[src/rtl/sst_pkg.sv]
// Shared definitions for the string split tokenizer.
// Holds parameter defaults, configuration register indexes and the queue push type.
// No dependencies.
`timescale 1ns / 1ps

package sst_pkg;

  localparam int MAX_DELIM_DEF = 8;
  localparam int POS_WIDTH_DEF = 16;
  localparam int QUEUE_DEPTH = 4;
  localparam int CFG_IDX_W = 2;
  localparam int CFG_DATA_W = 64;
  localparam int DLEN_W = 4;

  typedef enum logic [CFG_IDX_W-1:0] {
    CFG_SPLIT_MODE   = 2'd0,
    CFG_DROP_EMPTY   = 2'd1,
    CFG_DELIM_BYTES  = 2'd2,
    CFG_DELIM_LENGTH = 2'd3
  } cfg_reg_e;

  typedef struct packed {
    logic first;
    logic second;
  } push_t;

endpackage

[src/rtl/sst_out_queue.sv]
// Result queue for the string split tokenizer: takes up to two entries per cycle,
// hands out one entry per transaction on the output stream.
// Depends on sst_pkg.
`timescale 1ns / 1ps

module sst_out_queue #(
  parameter int Width = 52,
  parameter int Depth = sst_pkg::QUEUE_DEPTH
) (
  input  logic                       clk_i,
  input  logic                       rst_ni,
  input  sst_pkg::push_t             push_i,
  input  logic [Width-1:0]           wdata_a_i,
  input  logic [Width-1:0]           wdata_b_i,
  output logic                       space_o,
  output logic                       rvalid_o,
  input  logic                       rready_i,
  output logic [Width-1:0]           rdata_o,
  output logic [$clog2(Depth+1)-1:0] level_o
);

  localparam int PtrW = $clog2(Depth);
  localparam int LvlW = $clog2(Depth + 1);

  logic [Width-1:0] mem_q [Depth];
  logic [PtrW-1:0]  wptr_q, wptr_d, wptr_b;
  logic [PtrW-1:0]  rptr_q, rptr_d;
  logic [LvlW-1:0]  level_q, level_d;
  logic             pop;
  logic [LvlW-1:0]  n_push;

  assign pop      = rvalid_o && rready_i;
  assign rvalid_o = (level_q != '0);
  assign rdata_o  = mem_q[rptr_q];
  assign space_o  = (level_q <= LvlW'(Depth - 2));
  assign level_o  = level_q;
  assign wptr_b   = push_i.first ? wptr_q + PtrW'(1) : wptr_q;
  assign n_push   = LvlW'(push_i.first) + LvlW'(push_i.second);

  always_comb begin
    wptr_d  = wptr_q + PtrW'(n_push);
    rptr_d  = pop ? rptr_q + PtrW'(1) : rptr_q;
    level_d = level_q + n_push - LvlW'(pop);
  end

  always_ff @(posedge clk_i) begin
    if (push_i.first) begin
      mem_q[wptr_q] <= wdata_a_i;
    end
    if (push_i.second) begin
      mem_q[wptr_b] <= wdata_b_i;
    end
  end

  always_ff @(posedge clk_i or negedge rst_ni) begin
    if (!rst_ni) begin
      wptr_q  <= '0;
      rptr_q  <= '0;
      level_q <= '0;
    end else begin
      wptr_q  <= wptr_d;
      rptr_q  <= rptr_d;
      level_q <= level_d;
    end
  end

endmodule

[src/rtl/string_split_tokenizer.sv]
// Top level of the string split tokenizer: delimiter matching, field tracking
// and the result queue. Depends on sst_pkg and sst_out_queue.
//
//  Channel  Direction  Signals                 Contents
//  s_axis   in         tdata, tlast, tuser     byte, last byte, empty string mark
//  m_axis   out        tdata, tlast, tuser     start/length/count, end of string,
//                                              present/too long
//  cfg      in         cfg_we_i, cfg_idx_i     register write, no read-back
//
// One byte is taken per cycle while the queue has room; the match and field logic
// settles in the cycle of acceptance and writes its results into a four-entry queue.
// A byte that closes a field and ends the string yields two results, which leave one
// per output transaction; s_axis_tready_o is high while two or more queue entries are free.
// Reset clears all control state at once; there is no clearing pass.
// A stalled output side holds the queue and, once it fills, the input side.
`timescale 1ns / 1ps

module string_split_tokenizer #(
  parameter int MAX_DELIM = sst_pkg::MAX_DELIM_DEF,
  parameter int POS_WIDTH = sst_pkg::POS_WIDTH_DEF,
  localparam int OutDataW = ((3 * POS_WIDTH + 1 + 7) / 8) * 8
) (
  input  logic                          clk_i,
  input  logic                          rst_ni,
  // Byte stream.
  input  logic                          s_axis_tvalid_i,
  output logic                          s_axis_tready_o,
  input  logic [7:0]                    s_axis_tdata_i,   // data_byte
  input  logic                          s_axis_tlast_i,   // last_byte
  input  logic                          s_axis_tuser_i,   // empty_string
  // Result stream.
  output logic                          m_axis_tvalid_o,
  input  logic                          m_axis_tready_i,
  output logic [OutDataW-1:0]           m_axis_tdata_o,   // field_start, field_length,
                                                          // field_count, zero fill
  output logic                          m_axis_tlast_o,   // end_of_string
  output logic [1:0]                    m_axis_tuser_o,   // field_present, too_long
  // Configuration writes.
  input  logic                          cfg_we_i,
  input  logic [sst_pkg::CFG_IDX_W-1:0] cfg_idx_i,
  input  logic [sst_pkg::CFG_DATA_W-1:0] cfg_wdata_i
);

  localparam int PW      = POS_WIDTH;
  localparam int CW      = POS_WIDTH + 1;
  localparam int DW      = sst_pkg::DLEN_W;
  localparam int WinD    = (MAX_DELIM > 1) ? MAX_DELIM - 1 : 1;
  localparam int WinIdxW = (WinD > 1) ? $clog2(WinD) : 1;
  localparam int BlkW    = (MAX_DELIM > 1) ? $clog2(MAX_DELIM) : 1;
  localparam int EntW    = 3 * POS_WIDTH + 4;
  localparam int QLvlW   = $clog2(sst_pkg::QUEUE_DEPTH + 1);

  // Configuration registers.
  logic                          split_mode_q;
  logic                          drop_empty_q;
  logic [sst_pkg::CFG_DATA_W-1:0] delim_q;
  logic [DW-1:0]                 delim_len_q;

  // String state.
  logic [7:0]    win_q [WinD];
  logic [7:0]    win_d [WinD];
  logic [PW-1:0] pos_q, pos_d;
  logic [PW-1:0] fstart_q, fstart_d;
  logic [BlkW-1:0] blk_q, blk_d, blk_next;
  logic [CW-1:0] cnt_q, cnt_d;
  logic          ovf_q, ovf_d;

  logic          in_fire;
  logic [DW-1:0] dl;
  logic [PW:0]   p_inc;
  logic [PW-1:0] pos_sat;
  logic          ovf_now;
  logic          set_hit, sub_eq, len_ok;
  logic          hit, hit_sub;
  logic [PW:0]   mstart;
  logic [PW-1:0] len1, len2, fstart_after;
  logic          keep1, keep2;
  logic [CW-1:0] cnt1, cnt2;
  logic [EntW-1:0] r1, r2, re, ent_a, ent_b, ent_out;
  sst_pkg::push_t push;
  logic          q_space;
  logic [QLvlW-1:0] q_level;

  assign in_fire = s_axis_tvalid_i && s_axis_tready_o;
  assign dl      = (delim_len_q > DW'(MAX_DELIM)) ? DW'(MAX_DELIM) : delim_len_q;
  assign p_inc   = {1'b0, pos_q} + (PW+1)'(1);
  assign pos_sat = p_inc[PW] ? '1 : p_inc[PW-1:0];
  assign ovf_now = ovf_q || (pos_q == '1);
  assign len_ok  = (p_inc >= (PW+1)'(dl));

  always_comb begin
    logic [DW-1:0] idx;
    logic [DW-1:0] dl_m1;
    set_hit = 1'b0;
    dl_m1   = dl - DW'(1);
    idx     = '0;
    for (int k = 0; k < MAX_DELIM; k++) begin
      if ((DW'(k) < dl) && (delim_q[8*k +: 8] == s_axis_tdata_i)) begin
        set_hit = 1'b1;
      end
    end
    sub_eq = (delim_q[{dl_m1[2:0], 3'b000} +: 8] == s_axis_tdata_i);
    for (int k = 0; k < MAX_DELIM - 1; k++) begin
      idx = dl - DW'(2) - DW'(k);
      if ((DW'(k + 1) < dl) && (delim_q[8*k +: 8] != win_q[idx[WinIdxW-1:0]])) begin
        sub_eq = 1'b0;
      end
    end
  end

  always_comb begin
    hit      = 1'b0;
    hit_sub  = 1'b0;
    blk_next = blk_q;
    if (blk_q != '0) begin
      blk_next = blk_q - BlkW'(1);
    end else if (dl != '0) begin
      if (split_mode_q) begin
        hit = set_hit;
      end else if (len_ok && sub_eq) begin
        hit      = 1'b1;
        hit_sub  = 1'b1;
        blk_next = BlkW'(dl - DW'(1));
      end
    end
  end

  always_comb begin
    mstart       = hit_sub ? p_inc - (PW+1)'(dl) : {1'b0, pos_q};
    len1         = (mstart[PW-1:0] > fstart_q) ? mstart[PW-1:0] - fstart_q : '0;
    keep1        = hit && !(drop_empty_q && (len1 == '0));
    cnt1         = (keep1 && (cnt_q != '1)) ? cnt_q + CW'(1) : cnt_q;
    fstart_after = hit ? pos_sat : fstart_q;
    len2         = (pos_sat > fstart_after) ? pos_sat - fstart_after : '0;
    keep2        = !(drop_empty_q && (len2 == '0));
    cnt2         = (keep2 && (cnt1 != '1)) ? cnt1 + CW'(1) : cnt1;

    // Entry layout from the top: too_long, end_of_string, field_present, count,
    // length, start.
    r1 = {ovf_now, 1'b0, 1'b1, CW'(0), len1, fstart_q};
    if (keep2) begin
      r2 = {ovf_now, 1'b1, 1'b1, cnt2, len2, fstart_after};
    end else begin
      r2 = {ovf_now, 1'b1, 1'b0, cnt2, PW'(0), PW'(0)};
    end
    if (drop_empty_q) begin
      re = {1'b0, 1'b1, 1'b0, CW'(0), PW'(0), PW'(0)};
    end else begin
      re = {1'b0, 1'b1, 1'b1, CW'(1), PW'(0), PW'(0)};
    end
  end

  always_comb begin
    push  = '0;
    ent_a = r2;
    ent_b = r2;
    if (in_fire) begin
      if (s_axis_tuser_i) begin
        ent_a      = re;
        push.first = 1'b1;
      end else if (keep1) begin
        ent_a       = r1;
        push.first  = 1'b1;
        push.second = s_axis_tlast_i;
      end else begin
        push.first = s_axis_tlast_i;
      end
    end
  end

  always_comb begin
    pos_d    = pos_q;
    fstart_d = fstart_q;
    blk_d    = blk_q;
    cnt_d    = cnt_q;
    ovf_d    = ovf_q;
    win_d    = win_q;
    if (in_fire) begin
      if (s_axis_tuser_i || s_axis_tlast_i) begin
        pos_d    = '0;
        fstart_d = '0;
        blk_d    = '0;
        cnt_d    = '0;
        ovf_d    = 1'b0;
      end else begin
        pos_d    = pos_sat;
        fstart_d = fstart_after;
        blk_d    = blk_next;
        cnt_d    = cnt1;
        ovf_d    = ovf_now;
      end
      win_d[0] = s_axis_tdata_i;
      for (int j = 1; j < WinD; j++) begin
        win_d[j] = win_q[j-1];
      end
    end
  end

  always_ff @(posedge clk_i) begin
    win_q <= win_d;
  end

  always_ff @(posedge clk_i or negedge rst_ni) begin
    if (!rst_ni) begin
      pos_q    <= '0;
      fstart_q <= '0;
      blk_q    <= '0;
      cnt_q    <= '0;
      ovf_q    <= 1'b0;
    end else begin
      pos_q    <= pos_d;
      fstart_q <= fstart_d;
      blk_q    <= blk_d;
      cnt_q    <= cnt_d;
      ovf_q    <= ovf_d;
    end
  end

  always_ff @(posedge clk_i or negedge rst_ni) begin
    if (!rst_ni) begin
      split_mode_q <= 1'b0;
      drop_empty_q <= 1'b0;
      delim_q      <= '0;
      delim_len_q  <= '0;
    end else if (cfg_we_i) begin
      case (sst_pkg::cfg_reg_e'(cfg_idx_i))
        sst_pkg::CFG_SPLIT_MODE: begin
          split_mode_q <= cfg_wdata_i[0];
        end
        sst_pkg::CFG_DROP_EMPTY: begin
          drop_empty_q <= cfg_wdata_i[0];
        end
        sst_pkg::CFG_DELIM_BYTES: begin
          delim_q <= cfg_wdata_i;
        end
        sst_pkg::CFG_DELIM_LENGTH: begin
          delim_len_q <= cfg_wdata_i[DW-1:0];
        end
        default: begin
        end
      endcase
    end
  end

  sst_out_queue #(
    .Width(EntW),
    .Depth(sst_pkg::QUEUE_DEPTH)
  ) u_queue (
    .clk_i    (clk_i),
    .rst_ni   (rst_ni),
    .push_i   (push),
    .wdata_a_i(ent_a),
    .wdata_b_i(ent_b),
    .space_o  (q_space),
    .rvalid_o (m_axis_tvalid_o),
    .rready_i (m_axis_tready_i),
    .rdata_o  (ent_out),
    .level_o  (q_level)
  );

  assign s_axis_tready_o = q_space;
  assign m_axis_tdata_o  = OutDataW'(ent_out[3*PW:0]);
  assign m_axis_tlast_o  = ent_out[3*PW+2];
  assign m_axis_tuser_o  = {ent_out[3*PW+3], ent_out[3*PW+1]};

  a_queue_bound: assert property (@(posedge clk_i) disable iff (!rst_ni)
    q_level <= QLvlW'(sst_pkg::QUEUE_DEPTH))
    else $error("result queue level above its depth");

  a_end_clears: assert property (@(posedge clk_i) disable iff (!rst_ni)
    (in_fire && (s_axis_tlast_i || s_axis_tuser_i)) |=> (pos_q == '0 && cnt_q == '0))
    else $error("string state not cleared after the end of a string");

  a_start_order: assert property (@(posedge clk_i) disable iff (!rst_ni)
    fstart_q <= pos_q)
    else $error("open field starts beyond the current position");

  a_block_range: assert property (@(posedge clk_i) disable iff (!rst_ni)
    (blk_q != '0) |-> (!split_mode_q || $past(blk_q) != '0 || $past(cfg_we_i)
                       || $past(!rst_ni)))
    else $error("overlap block set by a separator match");

endmodule
[config.mk]
export PLATFORM = sky130hd
export DESIGN_NAME = string_split_tokenizer
export DESIGN_NICKNAME = d
export VERILOG_FILES = /design/src/rtl/sst_pkg.sv /design/src/rtl/sst_out_queue.sv /design/src/rtl/string_split_tokenizer.sv
export SDC_FILE = /design/constraint.sdc
export NUM_CORES = 1
export LEC_CHECK = 0
export BUFFER_PORTS_ARGS = -buffer_cell sky130_fd_sc_hd__buf_2
export CORE_AREA = 2 2 351 214
export CTS_CLUSTER_SIZE = 8
export DETAILED_ROUTE_END_ITERATION = 10
export DIE_AREA = 0 0 353 216
export PLACE_DENSITY = 0.6
export REMOVE_ABC_BUFFERS = 1
export SKIP_LAST_GASP = 1
export SYNTH_ARGS = -nofsm -noshare
export SYNTH_HDL_FRONTEND = slang
export SYNTH_SLANG_ARGS = --single-unit
[constraint.sdc]
create_clock -name clk_i -period 13.1 [get_ports clk_i]
set_input_delay 2.62 -clock clk_i [delete_from_list [all_inputs] [get_ports clk_i]]
set_output_delay 2.62 -clock clk_i [all_outputs]
set_load 0.01 [all_outputs]
==> out/qor.yml, run 1 <==
status: "finished clean"
reg2reg_slack_ns: 1.69
synth_top_area_cell: "edfxtp_1"
clkSlewWorstSetupHoldPaths_ns: 0.06
wl_um: 88300
wl_per_cell_um: 25.7
power.density_nw_per_um2: 186
worst_r2r_path_depth: 35
ys_types: 97
start_util_pct: 34.6
cts_buffer_depth: 3
first_global_vias: 19500
synth_seq_area_share_pct: 44.0
fin_crit_sh_pct: 87.1
ys_seq_elements: 394
synth_area_per_cell_um2: 10.8
async_flop_share_pct: 33.0
period_needed_ns: 11.41
layout_commonest_cell: "edfxtp_1"
hold_path.class: "reg -> reg"
ir_drop_v: 0.000107
r2r-end: "u_queue.mem_q[0][34]"
synth_cells: 2341
cts_root_buffer: "clkbuf_16"
io_pins: 142
post_cts_resized: 0
clock_latency_ns: 0.66
worst_setup_path_end_kind: "flop"
maxSlewHeadroom_pct: 8.22
r2r-start: "delim_len_q[3]"
first_pass_iters: 7
finalNetCount: 2542
grt_usage_pct: 22.9
clock_sink_count: 394
fin_area_um2: 28500
grt_max_degree: 71
drv_slew: 0
htreeDepth: 2
slowest_stage: "ha_2"
startpoint_type: "flop"
layout-drive-gt1-share_pct: 18.6
cts_buffers: 55
setup_viol: 0
post_drt_via_cell_ratio: 5.97
yosys-top-cells-area: "edfxtp_1 31%, dfrtp_1 13%, mux4_2 7.3%"
worstPathArrival_ns: 11.76
max_cap_viol_count: 0
gp_congestion: 0.996
finalHoldViolCount: 0
area_growth_pct: 12.6
port_buffers: 134
worstPathRequired_ns: 13.45
grt_pass1_wl_um: 132000
crit_fanout: 46
worst_pin_slew_ns: 1.38
dieWidth_um: 353
fin_worst_skew_ns: 0.0674
crit_top_cell: "nor2_1"
antenna_found_initial: 1
slowest_delay_ns: 0.78
startpoint: "delim_len_q[3]"
p_leak_uw: 0.0106
via_count: 20500
final_cell_mix: "260 x edfxtp_1, 171 x nand2_1, 147 x o22ai_1"
endpoint: "u_queue.mem_q[0][34]"
max_freq_mhz: 87.7
path_class: "reg -> reg"
grt_setup_unrepaired: "false"
ant_nets: 0
cts_setup_buffers: 0
post-dp-hpwl_um: 62800
ctsHoldBuffers: 0
cts_tree: "built"
syn_area_um2: 25300
drt_iter0_markers: 2377
grt.overflow.total: 0
place_area_um2: 26800
setup_tns_ns: 0
route.detailed.drc: 0
synth_edf_count: 260
synthFlopType: "edfxtp_1"
die_area_um2: 76200
synth_top_area_share_pct: 30.9
chipHeight_um: 216
yosysWarningCount: 0
core_um2: 73000
num_rows: 77
-- per-stage QoR --
step / setup WS [ns] / cells / hold slack [ns] / utilization, % / total power [µW]
2_1_floorplan: 1.63 / 2172 / 0.439 / - / 3080
3_3_place_gp: 2.15 / 3332 / 0.454 / 36.7 / 3870
3_5_place_dp: 1.94 / 3332 / 0.466 / 36.7 / 3890
4_1_cts: 1.94 / 3436 / 0.479 / 39.0 / 5290
5_1_grt: 0.856 / 3436 / 0.504 / 39.0 / 5560
6_report: 1.69 / 3437 / 0.480 / 39.0 / 5300
-- cells in the mapped netlist, drive strengths merged (13+ instances only) --
cell / number
a211oi: 25
a21o: 17
a21oi: 61
a22o: 15
a22oi: 18
a2bb2oi: 13
a31oi: 18
and2: 19
and3: 25
buf: 56
clkbuf: 119
dfrtp: 130
edfxtp: 260
ha: 55
inv: 73
mux2: 76
mux2i: 89
mux4: 82
nand2: 175
nand2b: 17
nand3: 55
nand4: 29
nor2: 135
nor2b: 20
nor3: 48
nor4: 30
o21a: 20
o21ai: 90
o22ai: 147
or2: 27
or3: 23
xnor2: 125
xor2: 86
-- registers in the layout, indices dropped and copies added, names as in the netlist --
name	count
drop_empty_q	1
ovf_q	1
cnt_q	17
delim_q	64
blk_q	3
u_queue.level_o	3
u_queue.mem_q	208
split_mode_q	1
win_q	56
fstart_q	16
u_queue.wptr_q	2
delim_len_q	4
pos_q	16
u_queue.rptr_q	2
-- layer usage --
metal / routed length [µm] / track usage [%] / vias up
li1: - / - / 9032
met1: 43700 / 36.9 / 10400
met2: 34000 / 29.8 / 1006
met3: 9190 / 5.93 / 104
met4: 1460 / 4.70 / 0
met5: 0 / 0 / -
-- worst min-delay path by stage --
stage                    startpoint                    to  cells after the start
6_report       u_queue.mem_q[0][50]  u_queue.mem_q[0][50]                      2
2_1_floorplan              blk_q[2]              blk_q[2]                      1
4_1_cts                    blk_q[2]              blk_q[2]                      1
3_5_place_dp   u_queue.mem_q[0][50]  u_queue.mem_q[0][50]                      2
3_3_place_gp               blk_q[2]              blk_q[2]                      1
5_1_grt        u_queue.mem_q[0][50]  u_queue.mem_q[0][50]                      2
-- power breakdown --
part	internal, µW	switching (µW)
Sequential	1520	281
Clock	802	587
Combinational	862	1250
Total	3180	2120
-- kinds of logic (layout without fill, tap and decap cells) --
kind of cell	count (synthesis)	in the layout	synth area share (%)
AND/OR/NAND/NOR	644	644	12.8
AO/OA/AOI/OAI	536	536	14.4
flip-flops	394	394	44.0
buffers and inverters	249	351	4.15
multiplexers	247	247	14.2
XOR/XNOR	211	211	7.31
adder cells (fa/ha/maj)	59	59	3.04
other	1	8	0.0148
-- area by class of cell --
type                            instances  area (µm²)
Multi-Input combinational cell       1704       13200
Inverter                               74         280
Clock buffer                          101        1570
Antenna cell                            1        2.50
Fill cell                            7200       44600
Timing Repair Buffer                  173         995
Clock inverter                          3        66.3
Sequential cell                       394       11100
Tap cell                              987        1230
-- worst max-delay path, delay by kind of cell (launching register included) --
family / cells / cell delay [ns]
buf+inv: 2 / 0.51
flops: 1 / 0.37
mux: 3 / 0.88
simple gates: 14 / 4.13
fa+ha+maj: 4 / 1.70
xor+xnor: 3 / 0.67
compound gates: 9 / 2.83
Note: power is estimated with default switching activity, not from simulation.
==> run 2: changes to the inputs <==
--- a/config.mk
+++ b/config.mk
@@ -10,9 +10,11 @@
 export CTS_CLUSTER_SIZE = 8
 export DETAILED_ROUTE_END_ITERATION = 10
 export DIE_AREA = 0 0 353 216
+export GPL_TIMING_DRIVEN = 0
 export PLACE_DENSITY = 0.6
 export REMOVE_ABC_BUFFERS = 1
 export SKIP_LAST_GASP = 1
+export SLEW_MARGIN = 0
 export SYNTH_ARGS = -nofsm -noshare
 export SYNTH_HDL_FRONTEND = slang
 export SYNTH_SLANG_ARGS = --single-unit
==> run 2 against run 1 <==
Combinational power increased by 3%. Clock power about the same. Die area unchanged. Flip-flop and latch count unchanged. Hold slack improved by 0.019 ns. Power increased by 0.11%. Clock skew decreased by 0.012 ns.
==> out/qor.yml, run 2 (same netlist as run 1, synthesis figures left out) <==
reg_top3: "u_queue.mem_q x208, delim_q x64, win_q x56"  # unchanged
io_pins: 142  # unchanged
wl_per_cell_um: 24.7  # was 25.7 µm
crit_fanout: 33  # was 46
switchingPower_uw: 2110  # was 2120 µW
pwr-share-seq_pct: 33.3  # was 33.9%
clock_sink_count: 394  # unchanged
max_cap_viol_count: 0  # unchanged
grt_usage_pct: 21.8  # was 22.9%
maxSlewHeadroom_pct: 1.26  # was 8.22%
port_buffers: 134  # unchanged
area_growth_pct: 13.1  # was 12.6%
route.detailed.drc: 0  # unchanged
switching_share_pct: 39.8  # was 40.0%
cts_buffer_depth: 3  # unchanged
hold_path.class: "reg -> reg"  # unchanged
grt_setup_unrepaired: "false"  # unchanged
p_leak_uw: 0.0106  # about the same
cts_buffers: 55  # unchanged
max_freq_mhz: 80.7  # was 87.7 MHz
via_count: 20400  # was 20500
clkPwrFrac_pct: 25.8  # was 26.2%
path_class: "reg -> reg"  # unchanged
worst_pin_slew_ns: 1.48  # was 1.38 ns
clock_latency_ns: 0.64  # was 0.66 ns
antenna_found_initial: 0  # was 1
antenna_cells: 0  # was 1
setup_viol: 0  # unchanged
first_global_vias: 19700  # was 19500
largest_reg_flops: 208  # unchanged
slowest_delay_ns: 0.83  # was 0.78 ns
htreeDepth: 2  # unchanged
post_drt_via_cell_ratio: 5.96  # was 5.97
gp_congestion: 0.986  # was 0.996
post-dp-hpwl_um: 59400  # was 62800 µm
power.density_nw_per_um2: 185  # was 186 nW/µm²
fin_crit_sh_pct: 94.6  # was 87.1%
slowest_stage: "ha_2"  # unchanged
grt_max_degree: 85  # was 71
ir_drop_v: 0.000105  # was 0.000107 V
worst_setup_path_end_kind: "flop"  # unchanged
chipHeight_um: 216  # unchanged
regMostFlops: "u_queue.mem_q"  # unchanged
die_area_um2: 76200  # unchanged
ant_nets: 0  # unchanged
startpoint_type: "flop"  # unchanged
drv_slew: 0  # unchanged
clkSlewWorstSetupHoldPaths_ns: 0.05  # was 0.06 ns
first_pass_iters: 6  # was 7
num_rows: 77  # unchanged
cts_tree: "built"  # unchanged
final_cell_mix: "260 x edfxtp_1, 169 x nand2_1, 147 x o22ai_1"  # was 260 x edfxtp_1, 171 x nand2_1, 147 x o22ai_1
wl_um: 84300  # was 88300 µm
finalWorstSetupSlack_ns: 0.706  # was 1.69 ns
grt.overflow.total: 0  # unchanged
layout_commonest_cell: "edfxtp_1"  # unchanged
worstPathArrival_ns: 12.73  # was 11.76 ns
worst_r2r_path_depth: 34  # was 35
whs_path_depth: 2  # unchanged
comb_power_share_pct: 40.9  # was 39.9%
layout-drive-gt1-share_pct: 18.7  # was 18.6%
drt_iter0_markers: 2461  # was 2377
period_needed_ns: 12.39  # was 11.41 ns
start_util_pct: 34.6  # unchanged
dp_slack_ns: -1.79  # was 1.94 ns
status: "finished clean"  # unchanged
grt_pass1_wl_um: 128000  # was 132000 µm
cts_root_buffer: "clkbuf_16"  # unchanged
core_um2: 73000  # unchanged
finalNetCount: 2524  # was 2542
fin_worst_skew_ns: 0.0555  # was 0.0674 ns
finalPower_uw: 5300  # about the same
worstPathRequired_ns: 13.43  # was 13.45 ns
dieWidth_um: 353  # unchanged
intPower_uw: 3190  # was 3180 µW
finalHoldViolCount: 0  # unchanged
[run 2: worst paths after layout]
path | endpoint | slack (ns) | startpoint
setup / recovery | u_queue.mem_q[2][34] | 0.71 | delim_len_q[0]
hold / removal | u_queue.mem_q[0][50] | 0.50 | u_queue.mem_q[0][50]
setup reg to reg | u_queue.mem_q[2][34] | 0.71 | delim_len_q[0]
hold reg to reg | u_queue.mem_q[0][50] | 0.50 | u_queue.mem_q[0][50]
max in group asynchronous | pos_q[7] | 10.26 | rst_ni
min in group asynchronous | delim_q[46] | 1.91 | rst_ni
[run 2: per-stage QoR]
stage               instance area, µm²  setup TNS, ns  util (%)  instances  hold slack, ns
finish                           28600              0      39.2       3414           0.499
global route                     28600              0      39.2       3414           0.517
CTS                              28500              0      39.1       3410           0.489
detailed placement               26900        -167.27      36.8       3310           0.471
global placement                 26500       -1728.95      36.2       3293           0.456
floorplan                        24500              0         -       2172           0.439
[run 2: critical path: cells and delay by family (launching register included)]
family	cells	cell delay [ns]
AOI/OAI and AO/OA	7	1.87
xor gates and xnor gates	4	1.27
adders and majority gates	4	1.76
buffers and inverters	1	0.06
DFF	1	0.76
muxes	4	1.06
and+or+nand+nor	14	5.21
[run 2: metal layers]
layer / wire length [µm] / global-route usage [%] / vias to the layer above
li1: - / - / 8997
met1: 40700 / 34.1 / 10200
met2: 33600 / 29.8 / 1014
met3: 8330 / 5.15 / 131
met4: 1720 / 5.09 / 0
met5: 0 / 0 / -
[run 2: what timing repair did]
item,CTS,global route
setup buffers,0,4
hold buffers,0,0
setup endpoints to repair,270,70
hold endpoints to repair,0,0
gates resized for setup,8,6
[run 2: power by group through the flow]
stage,Clock [µW],Sequential [µW],Combinational (µW)
2_1_floorplan,0,1710,1370
3_3_place_gp,0,1840,2010
3_5_place_dp,0,1780,2110
4_1_cts,1390,1760,2130
5_1_grt,1450,1790,2310
6_report,1370,1760,2170
[run 2: cell type report]
type	instances	area (µm²)
Inverter	74	292
Sequential cell	394	11200
Tap cell	987	1230
Timing Repair Buffer	155	1030
Multi-Input combinational cell	1704	13300
Clock inverter	4	71.3
Fill cell	7138	44400
Clock buffer	96	1540
==> run 3: changes to the inputs <==
--- a/config.mk
+++ b/config.mk
@@ -6,10 +6,10 @@
 export NUM_CORES = 1
 export LEC_CHECK = 0
 export BUFFER_PORTS_ARGS = -buffer_cell sky130_fd_sc_hd__buf_2
-export CORE_AREA = 2 2 351 214
+export CORE_AREA = 2 2 367 224
 export CTS_CLUSTER_SIZE = 8
 export DETAILED_ROUTE_END_ITERATION = 10
-export DIE_AREA = 0 0 353 216
+export DIE_AREA = 0 0 369 226
 export GPL_TIMING_DRIVEN = 0
 export PLACE_DENSITY = 0.6
 export REMOVE_ABC_BUFFERS = 1
@@ -17,4 +17,5 @@
 export SLEW_MARGIN = 0
 export SYNTH_ARGS = -nofsm -noshare
 export SYNTH_HDL_FRONTEND = slang
+export SYNTH_HIERARCHICAL = 1
 export SYNTH_SLANG_ARGS = --single-unit
==> run 3 against run 2 <==
Sequential power grew 4%. Clock skew is 0.032 ns lower. Combinational power increased by 11%. Design area up 10%. Via count up 5.7%. Global-route usage down 0.32 points. Critical path depth shrank 5. Core utilization about the same. Flip-flop and latch count stayed put. Maximum frequency is 0.72% lower. Synthesized cell count rose by 8.4%. Hold slack worse by 0.017 ns. Critical path type unchanged. Highest routed layer is now met5.
==> out/qor.yml, run 3 <==
status: "finished clean"  # unchanged
via_count: 21500  # was 20400
place_inst: 3610  # was 3310
synth_top_area_share_pct: 28.5  # was 30.9%
ys_seq_elements: 394  # unchanged
max_freq_mhz: 80.1  # was 80.7 MHz
wl_per_cell_um: 24.4  # was 24.7 µm
post-dp-hpwl_um: 65500  # was 59400 µm
yosys-mux-area-fraction_pct: 21.3  # was 14.2%
instances_no_fill: 3717  # was 3414
synthFlopType: "edfxtp_1"  # unchanged
finalHoldViolCount: 0  # unchanged
r2r-start: "delim_len_q[3]"  # was delim_len_q[0]
clock_latency_ns: 0.61  # was 0.64 ns
start_util_pct: 34.6  # about the same
synth_edf_count: 264  # was 260
wl_um: 90700  # was 84300 µm
layout-drive-gt1-share_pct: 25.3  # was 18.7%
hold_path.class: "reg -> reg"  # unchanged
regMostFlops: "u_queue/mem_q"  # was u_queue.mem_q
max_cap_viol_count: 0  # unchanged
crit_top_cell: "buf_12"
htreeDepth: 2  # unchanged
fin_crit_sh_pct: 95.3  # was 94.6%
worst_r2r_path_depth: 29  # was 34
dieWidth_um: 369  # was 353 µm
finalPower_uw: 5600  # was 5300 µW
fin_worst_skew_ns: 0.0232  # was 0.0555 ns
first_global_vias: 20200  # was 19700
grt_usage_pct: 21.5  # was 21.8%
cts_buffer_depth: 3  # unchanged
first_pass_iters: 6  # unchanged
area_growth_pct: 13.3  # was 13.1%
synth_cells: 2537  # was 2341
startpoint: "delim_len_q[3]"  # was delim_len_q[0]
maxSlewHeadroom_pct: 13.7  # was 1.26%
ir_drop_v: 0.000118  # was 0.000105 V
period_needed_ns: 12.48  # was 12.39 ns
reg_top3: "u_queue/mem_q x208, delim_q x64, win_q x56"  # was u_queue.mem_q x208, delim_q x64, win_q x56
clock_sink_count: 394  # unchanged
dp_slack_ns: -1.65  # was -1.79 ns
synthSimpleGateAreaFrac_pct: 13.6  # was 12.8%
largest_reg_flops: 208  # unchanged
cts_tree: "built"  # unchanged
grt_pass1_wl_um: 135000  # was 128000 µm
syn_area_um2: 27800  # was 25300 µm²
grt_max_degree: 82  # was 85
ant_nets: 0  # unchanged
worst_pin_slew_ns: 1.29  # was 1.48 ns
antenna_found_initial: 12  # was 0
synth_compound_area_share_pct: 11.5  # was 14.4%
worstPathArrival_ns: 12.83  # was 12.73 ns
cts_root_buffer: "clkbuf_16"  # unchanged
die_area_um2: 83400  # was 76200 µm²
grt.overflow.total: 0  # unchanged
synth_area_per_cell_um2: 11.0  # was 10.8 µm²
crit_fanout: 49  # was 33
finalNetCount: 2732  # was 2524
port_buffers: 134  # unchanged
gp_congestion: 0.962  # was 0.986
setup_viol: 0  # unchanged
synthTopCellsByCount: "264 x edfxtp_1, 247 x mux2_2, 165 x nand2_1, 130 x dfrtp_1, 125 x nor2_1"  # was 260 x edfxtp_1, 175 x nand2_1, 147 x o22ai_1, 134 x nor2_1, 130 x dfrtp_1
slowest_stage: "a2111oi_1"  # was ha_2
path_class: "reg -> reg"  # unchanged
grt_setup_unrepaired: "false"  # unchanged
core_um2: 80300  # was 73000 µm²
synth_top_family_by_area: "multiplexers"  # was compound AO/OA/AOI/OAI gates
io_pins: 142  # unchanged
yosysMostFrequentCell: "edfxtp_1"  # unchanged
drv_slew: 0  # unchanged
synth_top_area_cell: "edfxtp_1"  # unchanged
startpoint_type: "flop"  # unchanged
chipHeight_um: 226  # was 216 µm
reg2reg_slack_ns: 0.62  # was 0.71 ns
setup_tns_ns: 0  # unchanged
route.detailed.drc: 0  # unchanged
ys_types: 96  # was 97
num_rows: 81  # was 77
yosys-top-cells-area: "edfxtp_1 29%, dfrtp_1 12%, mux2_2 10%"  # was edfxtp_1 31%, dfrtp_1 13%, mux4_2 7.3%
synthAdderAreaFrac_pct: 2.77  # was 3.04%
final_cell_mix: "264 x edfxtp_1, 247 x mux2_2, 160 x nand2_1"  # was 260 x edfxtp_1, 169 x nand2_1, 147 x o22ai_1
yosysWarningCount: 6  # was 0
cts_buffers: 55  # unchanged
slowest_delay_ns: 0.97  # was 0.83 ns
worst_setup_path_end_kind: "flop"  # unchanged
clkSlewWorstSetupHoldPaths_ns: 0.06  # was 0.05 ns
finalWorstSetupSlack_ns: 0.616  # was 0.706 ns
endpoint: "u_queue/mem_q[2][9]"  # was u_queue.mem_q[2][34]
synth_seq_area_share_pct: 40.2  # was 44.0%
synth-xor-area-share_pct: 6.30  # was 7.31%
power.density_nw_per_um2: 178  # was 185 nW/µm²
async_flop_share_pct: 33.0  # unchanged
post_drt_via_cell_ratio: 5.79  # was 5.96
whs_path_depth: 2  # unchanged
drt_iter0_markers: 2468  # was 2461
p_leak_uw: 0.0123  # was 0.0106 µW
ctsHoldBuffers: 0  # unchanged
r2r-end: "u_queue/mem_q[2][9]"  # was u_queue.mem_q[2][34]
layout_commonest_cell: "edfxtp_1"  # unchanged
worstPathRequired_ns: 13.45  # was 13.43 ns
run 3: changes by cell type after synthesis, moves of 14 or more:
cell	delta
mux2i_1	-14
o211ai_1	+15
o22ai_1	-112
clkbuf_1	-14
mux2_4	+50
nand3_1	+23
mux2_2	+171
a21oi_1	+15
nand2b_1	+20
a22o_1	+14
or2_2	-16
run 3: worst max-delay path, delay by kind of cell (launching register included):
kind / cells / cell delay [ns]
buffers and inverters: 5 / 1.72
AO/OA/AOI/OAI: 8 / 3.51
multiplexers: 2 / 0.76
adder cells (fa/ha/maj): 2 / 0.60
flip-flops: 1 / 0.60
XOR/XNOR: 2 / 0.54
AND/OR/NAND/NOR: 10 / 4.33
run 3: kinds of logic after synthesis:
kind of cell,count (synthesis)
AOI/OAI and AO/OA,463
adders and majority gates,59
other,2
and+or+nand+nor,715
buffers and inverters,260
DFF,394
xor gates and xnor gates,199
muxes,445
run 3: worst min path at each step:
stage,from,endpoint,slack (ns)
2_1_floorplan,blk_q[1],blk_q[1],0.45
3_3_place_gp,blk_q[1],blk_q[1],0.47
3_5_place_dp,blk_q[1],blk_q[1],0.48
4_1_cts,blk_q[1],blk_q[1],0.49
5_1_grt,blk_q[2],blk_q[2],0.55
6_report,blk_q[1],blk_q[1],0.48
run 3: what timing repair did:
action / CTS / global route
setup endpoints to repair: 421 / 414
pin swaps: 0 / 1
buffers inserted: 2 / 2
gates resized for setup: 7 / 3
run 3: routing by layer:
layer  vias to the layer above  routed length (µm)  GRT usage (%)
met5                         -                  76              0
met4                         6                1420           4.20
met3                       113               10800           7.45
met2                      1030               34000           27.3
met1                     10600               44500           34.0
li1                       9736                   -              -
run 3: stage by stage:
| step | hold WS (ns) | util, % | instance area [µm²] |
|---|---|---|---|
| 6_report | 0.482 | 39.2 | 31500 |
| 5_1_grt | 0.550 | 39.2 | 31500 |
| 4_1_cts | 0.488 | 39.1 | 31400 |
| 3_5_place_dp | 0.475 | 37.1 | 29800 |
| 3_3_place_gp | 0.470 | 36.1 | 28900 |
| 2_1_floorplan | 0.450 | - | 26900 |
run 3: cell type report:
class	instances	area, µm²
inverter	74	289
sequential	394	11200
fill	7824	48800
clock inverter	2	28.8
timing repair buffer	175	1420
tap	1079	1350
antenna	1	2.50
multi-input combinational	1892	15600
clock buffer	100	1560
run 3: report_power, final:
part,switching (µW),internal [µW],total [µW]
combinational,1400,1010,2400
sequential,274,1560,1830
clock,568,791,1360
total,2240,3360,5600
